## config.mk

```make
export PLATFORM = sky130hd
export DESIGN_NAME = bidirectional_index_map_core
export DESIGN_NICKNAME = d
export VERILOG_FILES = /design/src/rtl/bidx_pkg.sv /design/src/rtl/bidx_ram.sv /design/src/rtl/bidirectional_index_map_core.sv
export SDC_FILE = /design/constraint.sdc
export NUM_CORES = 1
export LEC_CHECK = 0
export BUFFER_PORTS_ARGS = -buffer_cell sky130_fd_sc_hd__buf_2
export CAP_MARGIN = 0
export CORE_UTILIZATION = 50
export CTS_CLUSTER_DIAMETER = 80
export CTS_CLUSTER_SIZE = 28
export DETAILED_ROUTE_END_ITERATION = 10
export PLACE_DENSITY = 0.65
export SETUP_SLACK_MARGIN = 0.2
export SLEW_MARGIN = 20
export SYNTH_ARGS = -nofsm -noshare
export SYNTH_HDL_FRONTEND = slang
export SYNTH_SLANG_ARGS = --single-unit
```

## constraint.sdc

```tcl
create_clock -name clk -period 18.97 [get_ports clk]
set_input_delay 0.9485 -clock clk [delete_from_list [all_inputs] [get_ports clk]]
set_output_delay 0.9485 -clock clk [all_outputs]
set_load 0.005 [all_outputs]
```

## src/rtl/bidx_pkg.sv

```systemverilog
// Shared types and widths for the bidirectional index map.
`timescale 1ns / 1ps
`default_nettype none

package bidx_pkg;

  localparam int IDX_W  = 6;
  localparam int SIZE_W = 7;
  localparam int CNT_W  = 12;
  localparam int OP_W   = 3;

  // One table entry: a valid flag plus the partner index.
  typedef struct packed {
    logic             valid;
    logic [IDX_W-1:0] idx;
  } slot_t;

endpackage

`default_nettype wire

```

## src/rtl/bidx_ram.sv

```systemverilog
// Table memory: one write port, two registered read ports.
`timescale 1ns / 1ps
`default_nettype none

module bidx_ram
  import bidx_pkg::*;
#(
  parameter int DEPTH = 64,
  localparam int AW = $clog2(DEPTH)
) (
  input  wire logic          clk,
  input  wire logic          we,
  input  wire logic [AW-1:0] waddr,
  input  wire slot_t         wdata,
  input  wire logic [AW-1:0] raddr_a,
  input  wire logic [AW-1:0] raddr_b,
  output slot_t              rdata_a,
  output slot_t              rdata_b
);

  slot_t mem [DEPTH];

  always_ff @(posedge clk) begin
    if (we) begin
      mem[waddr] <= wdata;
    end
  end

  always_ff @(posedge clk) begin
    rdata_a <= mem[raddr_a];
    rdata_b <= mem[raddr_b];
  end

endmodule

`default_nettype wire

```

## src/rtl/bidirectional_index_map_core.sv

```systemverilog
// Top level of the bidirectional index map: forward and reverse tables with a sequencer.
`timescale 1ns / 1ps
`default_nettype none

// The block keeps a one-to-one map between keys and values in two on-chip
// tables, forward (key to value) and reverse (value to key), each entry a
// valid flag plus a 6-bit partner index. Each input item carries one
// operation (bind, erase by key, erase by value, value of key, key of value,
// swap values, swap keys) and produces exactly one result item with found,
// partner_index, the running pair count and an error flag. After reset the
// block runs a clearing pass over every entry of both tables and accepts
// no item until it ends; cfg writes are taken at any time. An item is
// accepted in IDLE, where both tables are read, and decided and written in
// EXEC. Erase by value and the swaps, once their checks pass, go on to
// READ2 (a second dependent read of the forward table) and WRITE2 (the two
// rebound pairs go through the single write port of each table one after
// the other). One item is in work at a time; a finished result sits in the
// output register, and the next item is accepted while it waits, but a
// following result holds in the block until that register drains.
// Indices at or above table_size or MAX_ENTRIES are rejected with error set.

module bidirectional_index_map_core
  import bidx_pkg::*;
#(
  parameter int MAX_ENTRIES = 64
) (
  input  wire logic              clk,
  input  wire logic              rst_n,
  // input channel
  input  wire logic              in_valid,
  output logic                   in_ready,
  input  wire logic [OP_W-1:0]   in_operation,
  input  wire logic [IDX_W-1:0]  in_first_index,
  input  wire logic [IDX_W-1:0]  in_second_index,
  // result channel
  output logic                   out_valid,
  input  wire logic              out_ready,
  output logic                   out_found,
  output logic [IDX_W-1:0]       out_partner_index,
  output logic [CNT_W-1:0]       out_pair_count,
  output logic                   out_error,
  // size register
  input  wire logic              cfg_we,
  input  wire logic [SIZE_W-1:0] cfg_wdata
);

  localparam int AW = $clog2(MAX_ENTRIES);
  localparam logic [AW-1:0]    LAST_ADDR = AW'(MAX_ENTRIES - 1);
  localparam logic [31:0]      MAX_U     = 32'(MAX_ENTRIES);
  localparam logic [CNT_W-1:0] CNT_MAX   = {CNT_W{1'b1}};
  localparam logic [SIZE_W-1:0] SIZE_RST = SIZE_W'(64);

  typedef enum logic [OP_W-1:0] {
    OP_BIND       = 3'd0,
    OP_ERASE_KEY  = 3'd1,
    OP_ERASE_VAL  = 3'd2,
    OP_VAL_OF_KEY = 3'd3,
    OP_KEY_OF_VAL = 3'd4,
    OP_SWAP_VALS  = 3'd5,
    OP_SWAP_KEYS  = 3'd6
  } op_t;

  typedef enum logic [5:0] {
    ST_CLEAR  = 6'b000001,
    ST_IDLE   = 6'b000010,
    ST_EXEC   = 6'b000100,
    ST_READ2  = 6'b001000,
    ST_WRITE2 = 6'b010000,
    ST_HOLD   = 6'b100000
  } state_t;

  typedef struct packed {
    logic             found;
    logic [IDX_W-1:0] partner;
    logic [CNT_W-1:0] count;
    logic             err;
  } res_t;

  state_t            state_r, state_nxt;
  logic [AW-1:0]     clr_r, clr_nxt;
  op_t               op_r;
  logic [IDX_W-1:0]  a_r, b_r;
  // pending second pair of a swap, or the key of an erase by value
  logic [IDX_W-1:0]  x_r, x_nxt, y_r, y_nxt;
  logic [CNT_W-1:0]  cnt_r, cnt_nxt;
  logic [SIZE_W-1:0] size_r;
  res_t              res_r, res_nxt, out_r;
  logic              out_valid_r;

  logic              done, out_free, a_ok, b_ok;
  logic [CNT_W-1:0]  cnt_inc, cnt_dec;

  logic              fwd_we, rev_we;
  logic [AW-1:0]     fwd_wa, rev_wa;
  slot_t             fwd_wd, rev_wd;
  logic [AW-1:0]     fwd_ra_a, fwd_ra_b, rev_ra_a, rev_ra_b;
  slot_t             fa, fb, ra, rb;

  bidx_ram #(.DEPTH(MAX_ENTRIES)) u_fwd (
    .clk     (clk),
    .we      (fwd_we),
    .waddr   (fwd_wa),
    .wdata   (fwd_wd),
    .raddr_a (fwd_ra_a),
    .raddr_b (fwd_ra_b),
    .rdata_a (fa),
    .rdata_b (fb)
  );

  bidx_ram #(.DEPTH(MAX_ENTRIES)) u_rev (
    .clk     (clk),
    .we      (rev_we),
    .waddr   (rev_wa),
    .wdata   (rev_wd),
    .raddr_a (rev_ra_a),
    .raddr_b (rev_ra_b),
    .rdata_a (ra),
    .rdata_b (rb)
  );

  assign in_ready = (state_r == ST_IDLE);
  assign out_free = !out_valid_r || out_ready;

  // Range checks on the latched indices against both the size register and the depth.
  assign a_ok = ({1'b0, a_r} < size_r) && ({{(32-IDX_W){1'b0}}, a_r} < MAX_U);
  assign b_ok = ({1'b0, b_r} < size_r) && ({{(32-IDX_W){1'b0}}, b_r} < MAX_U);

  // Saturate the pair count at both bounds.
  assign cnt_inc = (cnt_r == CNT_MAX) ? cnt_r : cnt_r + 1'b1;
  assign cnt_dec = (cnt_r == '0) ? cnt_r : cnt_r - 1'b1;

  always_comb begin
    state_nxt = state_r;
    clr_nxt   = clr_r;
    x_nxt     = x_r;
    y_nxt     = y_r;
    cnt_nxt   = cnt_r;
    done      = 1'b0;
    res_nxt   = '{found: 1'b0, partner: '0, count: cnt_r, err: 1'b0};
    fwd_we    = 1'b0;
    fwd_wa    = AW'(a_r);
    fwd_wd    = '0;
    rev_we    = 1'b0;
    rev_wa    = AW'(b_r);
    rev_wd    = '0;
    // Read both tables at both incoming indices; the data lands in EXEC.
    fwd_ra_a  = AW'(in_first_index);
    fwd_ra_b  = AW'(in_second_index);
    rev_ra_a  = AW'(in_first_index);
    rev_ra_b  = AW'(in_second_index);

    case (state_r)
      ST_CLEAR: begin
        fwd_we = 1'b1;
        fwd_wa = clr_r;
        rev_we = 1'b1;
        rev_wa = clr_r;
        if (clr_r == LAST_ADDR) begin
          state_nxt = ST_IDLE;
        end else begin
          clr_nxt = clr_r + 1'b1;
        end
      end

      ST_IDLE: begin
        if (in_valid) begin
          state_nxt = ST_EXEC;
        end
      end

      ST_EXEC: begin
        // Erase by value chases the key found in the reverse table.
        fwd_ra_a = AW'(ra.idx);
        case (op_r)
          OP_BIND: begin
            done = 1'b1;
            if (!a_ok || !b_ok) begin
              res_nxt.err = 1'b1;
            end else begin
              fwd_we  = 1'b1;
              fwd_wa  = AW'(a_r);
              fwd_wd  = '{valid: 1'b1, idx: b_r};
              rev_we  = 1'b1;
              rev_wa  = AW'(b_r);
              rev_wd  = '{valid: 1'b1, idx: a_r};
              cnt_nxt = cnt_inc;
            end
          end
          OP_ERASE_KEY: begin
            done = 1'b1;
            if (!a_ok || !fa.valid) begin
              res_nxt.err = 1'b1;
            end else begin
              fwd_we  = 1'b1;
              fwd_wa  = AW'(a_r);
              rev_we  = 1'b1;
              rev_wa  = AW'(fa.idx);
              cnt_nxt = cnt_dec;
            end
          end
          OP_ERASE_VAL: begin
            if (!a_ok || !ra.valid) begin
              done        = 1'b1;
              res_nxt.err = 1'b1;
            end else begin
              x_nxt     = ra.idx;
              state_nxt = ST_READ2;
            end
          end
          OP_VAL_OF_KEY: begin
            done = 1'b1;
            if (!a_ok) begin
              res_nxt.err = 1'b1;
            end else if (fa.valid) begin
              res_nxt.found   = 1'b1;
              res_nxt.partner = fa.idx;
            end
          end
          OP_KEY_OF_VAL: begin
            done = 1'b1;
            if (!a_ok) begin
              res_nxt.err = 1'b1;
            end else if (ra.valid) begin
              res_nxt.found   = 1'b1;
              res_nxt.partner = ra.idx;
            end
          end
          OP_SWAP_VALS: begin
            if (!a_ok || !b_ok || !fa.valid || !fb.valid) begin
              done        = 1'b1;
              res_nxt.err = 1'b1;
            end else begin
              // Rebind the first key to the second value now, the other pair next.
              fwd_we    = 1'b1;
              fwd_wa    = AW'(a_r);
              fwd_wd    = '{valid: 1'b1, idx: fb.idx};
              rev_we    = 1'b1;
              rev_wa    = AW'(fb.idx);
              rev_wd    = '{valid: 1'b1, idx: a_r};
              x_nxt     = b_r;
              y_nxt     = fa.idx;
              state_nxt = ST_WRITE2;
            end
          end
          OP_SWAP_KEYS: begin
            if (!a_ok || !b_ok || !ra.valid || !rb.valid) begin
              done        = 1'b1;
              res_nxt.err = 1'b1;
            end else begin
              fwd_we    = 1'b1;
              fwd_wa    = AW'(ra.idx);
              fwd_wd    = '{valid: 1'b1, idx: b_r};
              rev_we    = 1'b1;
              rev_wa    = AW'(b_r);
              rev_wd    = '{valid: 1'b1, idx: ra.idx};
              x_nxt     = rb.idx;
              y_nxt     = a_r;
              state_nxt = ST_WRITE2;
            end
          end
          default: begin
            done        = 1'b1;
            res_nxt.err = 1'b1;
          end
        endcase
      end

      ST_READ2: begin
        // fa now holds the forward entry of the key found by erase by value.
        done = 1'b1;
        if (!fa.valid) begin
          res_nxt.err = 1'b1;
        end else begin
          fwd_we  = 1'b1;
          fwd_wa  = AW'(x_r);
          rev_we  = 1'b1;
          rev_wa  = AW'(fa.idx);
          cnt_nxt = cnt_dec;
        end
      end

      ST_WRITE2: begin
        done   = 1'b1;
        fwd_we = 1'b1;
        fwd_wa = AW'(x_r);
        fwd_wd = '{valid: 1'b1, idx: y_r};
        rev_we = 1'b1;
        rev_wa = AW'(y_r);
        rev_wd = '{valid: 1'b1, idx: x_r};
      end

      ST_HOLD: begin
        if (out_free) begin
          state_nxt = ST_IDLE;
        end
      end

      default: begin
        state_nxt = ST_IDLE;
      end
    endcase

    res_nxt.count = cnt_nxt;
    // Park the result when the output register is still occupied.
    if (done) begin
      state_nxt = out_free ? ST_IDLE : ST_HOLD;
    end
  end

  always_ff @(posedge clk) begin
    if (!rst_n) begin
      state_r     <= ST_CLEAR;
      clr_r       <= '0;
      cnt_r       <= '0;
      size_r      <= SIZE_RST;
      out_valid_r <= 1'b0;
    end else begin
      state_r <= state_nxt;
      clr_r   <= clr_nxt;
      cnt_r   <= cnt_nxt;
      if (cfg_we) begin
        size_r <= cfg_wdata;
      end
      if (done && out_free) begin
        out_valid_r <= 1'b1;
      end else if ((state_r == ST_HOLD) && out_free) begin
        out_valid_r <= 1'b1;
      end else if (out_ready) begin
        out_valid_r <= 1'b0;
      end
    end
  end

  // Payload registers: item fields, pending pair and result.
  always_ff @(posedge clk) begin
    x_r <= x_nxt;
    y_r <= y_nxt;
    if (in_valid && in_ready) begin
      op_r <= op_t'(in_operation);
      a_r  <= in_first_index;
      b_r  <= in_second_index;
    end
    if (done) begin
      res_r <= res_nxt;
    end
    if (done && out_free) begin
      out_r <= res_nxt;
    end else if ((state_r == ST_HOLD) && out_free) begin
      out_r <= res_r;
    end
  end

  assign out_valid         = out_valid_r;
  assign out_found         = out_r.found;
  assign out_partner_index = out_r.partner;
  assign out_pair_count    = out_r.count;
  assign out_error         = out_r.err;

endmodule

`default_nettype wire

```

Yosys cells after proc, flatten, opt, wreduce, memory -nomap -nowiden:

Memory sizes are Yosys's and may differ from the RTL's. A register that Yosys moved wholly into a read port is not among the register bits.
Cells that the tools add are included.

* register bits: 99
* RAM bits: 896
* input port bits: 27
* output and inout port bits: 22
* logic and storage cells: 157
* memories kept: 2

* add/subtract/negate cells: 3
* $lt $le $gt $ge: 2
* eq/ne operators: 25
* muxes and demuxes: 75
* bitwise operators: 1
* reduce and logical (&&, ||, !) cells: 31

Memory list
* u_fwd.mem: depth 64, bits a word 7, read ports 2, clocked after Yosys merged registers in 2, wr ports 1, RTL line bidx_ram.sv:21 `slot_t mem [DEPTH];`
* u_rev.mem: depth 64, bits a word 7, read ports 2, clocked after Yosys merged registers in 2, wr ports 1, RTL line bidx_ram.sv:21

Operators with widths (number)
* 6-bit 2-to-1 mux: 20
* 7-bit 2-to-1 mux: 11
* 12-bit 2-to-1 mux: 5
* 12-bit case mux with 2 select lines: 2
* 6-bit case mux with 4 select lines: 2
* 7-bit case mux with 2 select lines: 3
* 7-bit case mux with 3 select lines: 2
* 20-bit 2-to-1 mux: 2
* 6-bit case mux with 3 select lines: 2
* 6-bit case mux with 5 select lines: 1
* 6-bit case mux with 2 select lines: 2
* 1-bit 2-to-1 mux: 17
* 6-bit by 7-bit less-than comparator with 1-bit output: 2
* 12-bit by 1-bit adder with 12-bit output, second input constant: 1
* 12-bit equality test, second input constant: 1
* 6-bit equality test, second input constant: 2
* 12-bit logical NOT: 1
* 4-bit != test, second input constant: 3
* 12-bit by 1-bit subtractor with 12-bit output, second input constant: 1
* 3-bit equality test, second input constant: 3
* 1-bit logical OR: 8
* 8-bit AND reduction: 1
* 1-bit logical NOT: 7
* 6-bit by 1-bit adder with 6-bit output, second input constant: 1
* 25 further kinds: 37

Depth between registers and ports, before layout:

* word-level depth: 10
* depth in mapped cells: 14
* gate-level depth less buffers: 10

Hierarchy:

Synthesis repeated with hierarchy kept, for this count alone.

* cells, all modules: 2915
* area, all modules: 49103.3 µm²

Modules (own cells, without submodules)
* bidx_ram at u_rev: times used 1, cells an instance 1105, area an instance 21448.1 µm², seq. area each 13733.2 µm²
* bidx_ram at u_fwd: times used 1, cells an instance 1116, area an instance 21356.7 µm², seq. area each 13733.2 µm²
* bidirectional_index_map_core: times used 1, cells an instance 694, area an instance 6298.5 µm², seq. area each 2652.5 µm²

Least setup slack after synthesis:

Ideal clock, no wire load.

* path kind: reg2reg
* from: register state_r[3]
* to: memory u_fwd.mem[0][6] (netlist name) (data pin)
* setup time: 0.854 ns
* data arrival time: 5.414 ns
* slack: 12.701 ns
* stages on the path, launching flop included: 11
* buffers on the path: 6
* cell sequence: dfxtp_1 > buf_2 > or4_1 > buf_2 > nor2_2 > buf_4 > buf_4 > buf_2 > o21ai_0 > clkbuf_1 > o21bai_1

RTL lines
* from (decl): RTL line bidirectional_index_map_core.sv:79 `state_t state_r, state_nxt;`
* from (signal assigned): RTL line bidirectional_index_map_core.sv:318 `state_r <= state_nxt;`
* to (decl): RTL line bidx_ram.sv:21

Final worst setup path:

* from: register a_r[2]
* to: memory u_fwd.mem[37][6] (netlist name), enable pin

* cells in the longest elaborated chain, start to end: 10
* elaborated cells between the ends (all ways): 20
* classes of those cells: 1 x order compare; 12 x mux; 7 x reduce/logical

Ends and longest elaborated chain
* from (decl): RTL line bidirectional_index_map_core.sv:82 `logic [IDX_W-1:0] a_r, b_r;`
* from (signal assigned): RTL line bidirectional_index_map_core.sv:340 `a_r <= in_first_index;`
* 6-bit by 7-bit less-than comparator with 1-bit output: RTL line bidirectional_index_map_core.sv:125 `assign a_ok = ({1'b0, a_r} < size_r) && ({{(32-IDX_W){1'b0}}, a_r} < MAX_U);`
* 1-bit logical NOT
* 1-bit logical OR: RTL line bidirectional_index_map_core.sv:177, bidirectional_index_map_core.sv:229, bidirectional_index_map_core.sv:246
* 1-bit logical OR (on tied branches) (2 in series): RTL line bidirectional_index_map_core.sv:246, bidirectional_index_map_core.sv:229
* 1-bit 2-to-1 mux (on tied branches): RTL line bidirectional_index_map_core.sv:246, bidirectional_index_map_core.sv:229
* 1-bit case mux with 4 select lines: RTL line bidirectional_index_map_core.sv:174 `case (op_r)`
* 1-bit case mux with 3 select lines: RTL line bidirectional_index_map_core.sv:152 `case (state_r)`
* 1-bit 2-to-1 mux: RTL line bidx_ram.sv:24 `if (we) begin`
* 1-bit 2-to-1 mux (implied by the code): RTL line bidx_ram.sv:25 `mem[waddr] <= wdata;`

Several ways; a longest one is shown, not always the timed one.

==> impl_metrics.py <==
metrics = {
    "cells_and_area": {
        "finalNetCount": 3081,
        "areaGrowthSynthToFinish_pct": 6.581,
        "postLayoutCoreUtil": 0.5405,
        "antennaDiodeCount": 0,
        "mostFrequentLayoutCell": "edfxtp_1",
        "fillers": 7518,
        "most-common-layout-cells": "963 x edfxtp_1, 441 x mux4_2, 354 x nand2_1",
        "drive_gt1_frac": 0.2310,
        "layout.cells.non_filler": 4354,
    },
    "power_and_ir_drop": {
        "ir_drop_mv": 0.06511,
        "finalPower_mw": 4.124,
        "p_leak_nw": 15.85,
        "power.density_nw_per_um2": 78.54,
    },
    "timing": {
        "setup-violations-final": 0,
        "slew_headroom": 0.07916,
        "skew_ns": 0.04468,
        "finalHoldViolations": 0,
        "max_freq_ghz": 0.1902,
        "rsz0062_at_grt": "no",
        "hold_ws_ns": 0.4628,
        "period_share": 0.2772,
        "worstMarginPinSlew_ns": 1.370,
        "period_needed_ns": 5.258,
        "final.setup.tns_ns": 0,
        "drv_slew": 0,
    },
    "routing": {
        "wirelength_um": 151100,
        "viasPerCell": 7.241,
        "drc_errors": 0,
        "wire_per_inst_um": 34.69,
        "firstDrtPassIters": 6,
        "drt-initial-drc-count": 4885,
        "vias": 31529,
        "ant_nets": 0,
    },
    "placement": {
        "hpwlAfterDp_um": 98680,
        "routabilityCongestion": 0.9654,
        "port_buffers": 48,
        "post-place-cells": 4264,
    },
    "critical_path": {
        "cp-end-kind": "flop",
        "arrival_ns": 5.54,
        "path_class": "reg -> reg",
        "rr_worst_depth": 8,
        "endpoint": "u_fwd.mem[37][6]$_DFFE_PP_",
        "r2r-end": "u_fwd.mem[37][6]$_DFFE_PP_",
        "critPathMaxFanout": 14,
        "startpoint": "a_r[2]$_DFFE_PP_",
        "r2r_start": "a_r[2]$_DFFE_PP_",
        "cp-start-kind": "flop",
        "cp.required_ns": 19.25,
        "reg2reg_slack_ns": 13.71,
    },
    "clock_tree": {
        "clock_path_buffers": 3,
        "clock_latency_ns": 0.68,
        "cts_inserted_buffers": 50,
        "ctsResizeCount": 0,
        "clock_sinks": 1023,
        "htreeDepth": 2,
        "cts_setup_buffers": 0,
        "ctsRootBufferMaster": "clkbuf_16",
        "cts_hold_buffers": 0,
        "cts_tree": "done",
        "clk_pin_slew_worst_paths_ns": 0.10,
    },
    "logic_synthesis": {
        "synth_edf_count": 963,
        "synth_area_um2": 49260,
        "synth_top_family_by_area": "multiplexers",
        "dominantRegCellSynth": "edfxtp_1",
        "ys_seq_elements": 1023,
        "synth_cells": 3117,
        "ys_seq_area_frac": 0.6114,
        "avgSynthCellArea_um2": 15.80,
        "synth_compound_area_frac": 0.06350,
        "yosysTopAreaCellShare": 0.5870,
        "synth-xor-area-share": 0.001422,
        "yosys.area_share.simple": 0.07772,
        "yosys.area_share.adder": 0.003302,
        "yosys.area.top_type": "edfxtp_1",
        "synth-async-reset-ratio": 0,
        "synth.distinct_cells": 93,
        "synthMuxAreaShare": 0.2199,
        "syn_nets": 3157,
        "synth_warnings": 0,
        "synthTopCellsByArea": "edfxtp_1 59%, mux4_2 20%, nand2_1 2.7%",
    },
    "global_routing": {
        "grt_use_met2": 0.4673,
        "grt_util_met1": 0.4171,
        "grt_pass1_vias": 30372,
        "use_met3": 0.07654,
        "grtUsageTotal": 0.3032,
        "antenna_found_initial": 6,
        "overflow": 0,
        "grt_pass1_wl_um": 217100,
        "busiest_layer": "met2",
        "grt_max_degree": 111,
    },
    "die": {
        "chipWidth_um": 315.9,
        "start_util": 0.5072,
        "die_area_um2": 99790,
        "rows": 114,
        "coreArea_um2": 97140,
        "die_y_um": 315.9,
        "pin_count": 49,
    },
    "flow_run": {
        "drv_cap": 0,
    },
    "outcome": {
        "outcome": "completed",
    },
    "worst_hold_path": {
        "hold_start": "in_operation[1]",
        "whs_path_depth": 1,
        "hold_class": "in -> reg",
    },
}
==> state kept, by name, summed over array words and instances, names as in the netlist <==
| signal | cells |
|---|---|
| res_r | 20 |
| out_found | 1 |
| u_fwd.rdata_a | 7 |
| y_r | 6 |
| x_r | 6 |
| u_fwd.rdata_b | 7 |
| out_error | 1 |
| clr_r | 6 |
| state_r | 6 |
| out_pair_count | 12 |
| a_r | 6 |
| u_rev.mem | 448 |
| op_r | 3 |
| size_r | 7 |
| out_valid | 1 |
| u_rev.rdata_b | 7 |
| u_fwd.mem | 448 |
| u_rev.rdata_a | 7 |
| b_r | 6 |
| cnt_r | 12 |
| out_partner_index | 6 |
==> area by class of cell <==
cell class                 count  area (µm²)  share of cell area
clock buffer                  65        1350             0.02571
sequential                  1023       30120              0.5736
tap                         1276        1597             0.03041
multi-input combinational   1834       18250              0.3477
inverter                      28       105.1            0.002002
timing repair buffer         104       714.4             0.01361
clock inverter                24       366.6            0.006982
==> cells by family (layout without fill, tap and decap cells) <==
kind of cell | Yosys count | after routing
adders and majority gates | 13 | 13
buffers and inverters | 260 | 221
AOI/OAI and AO/OA | 448 | 448
xor gates and xnor gates | 8 | 8
and+or+nand+nor | 838 | 838
DFF | 1023 | 1023
muxes | 527 | 527
==> metrics by stage <==
stage	worst slack, ns	cell area, µm²
final	13.71	52510
after global routing	13.47	52510
after CTS	13.63	52480
after detailed placement	13.64	50760
after global placement	13.76	50750
after floorplan	12.70	49260
==> worst min-delay path by stage <==
stage	end	slack, ns
floorplan	size_r[1]$_SDFFE_PN0P_	0.48
CTS	op_r[1]$_DFFE_PP_	0.44
detailed placement	size_r[4]$_SDFFE_PN0P_	0.51
finish	op_r[1]$_DFFE_PP_	0.46
global route	op_r[1]$_DFFE_PP_	0.45
global placement	size_r[1]$_SDFFE_PN0P_	0.51
==> report_power, final <==
| part | leakage, nW | internal, mW | switching (mW) |
|---|---|---|---|
| clock network | 0.827 | 0.577 | 0.772 |
| logic | 6.14 | 0.105 | 0.190 |
| registers | 8.89 | 2.45 | 0.0296 |
| total | 15.9 | 3.13 | 0.991 |
==> per-layer routing <==
metal  routed length (µm)  part of all wire
met2                69410              0.46
met3                18070              0.12
met4                 6833             0.045
met5                   57           0.00038
met1                56690              0.38
==> cells in the mapped netlist, types with 6 or more instances <==
library cell  instances
edfxtp_1            963
mux4_2              441
nand2_1             355
nor2_1              192
clkbuf_1            109
a21oi_1              90
nand3_1              88
o21ai_0              61
dfxtp_1              60
buf_1                56
mux2i_1              55
buf_2                51
a31oi_1              47
a211oi_1             46
and3_1               39
a22oi_1              36
nor3_1               33
mux2_2               28
inv_1                27
nand4_1              26
and2_1               19
o22ai_1              16
or3_1                16
nor2b_1              15
a311o_1              14
ha_1                 13
a21o_1               12
buf_4                 9
o21a_1                9
nor4_1                8
a222oi_1              7
a311oi_1              7
nand2b_1              7
o211ai_1              7
o221ai_1              7
buf_6                 6
o221a_2               6
xnor2_1               6
==> worst max-delay path: stages (launching register included) <==
cell and delay (ns):
edfxtp_1 0.52, ha_1 0.33, o21ai_0 0.38, o32a_1 0.57, and3_1 0.63, a222oi_1 0.18
a22oi_1 0.41, nand3_1 0.88, nor2_1 0.95
No activity file was read; power rests on OpenSTA's default activity.
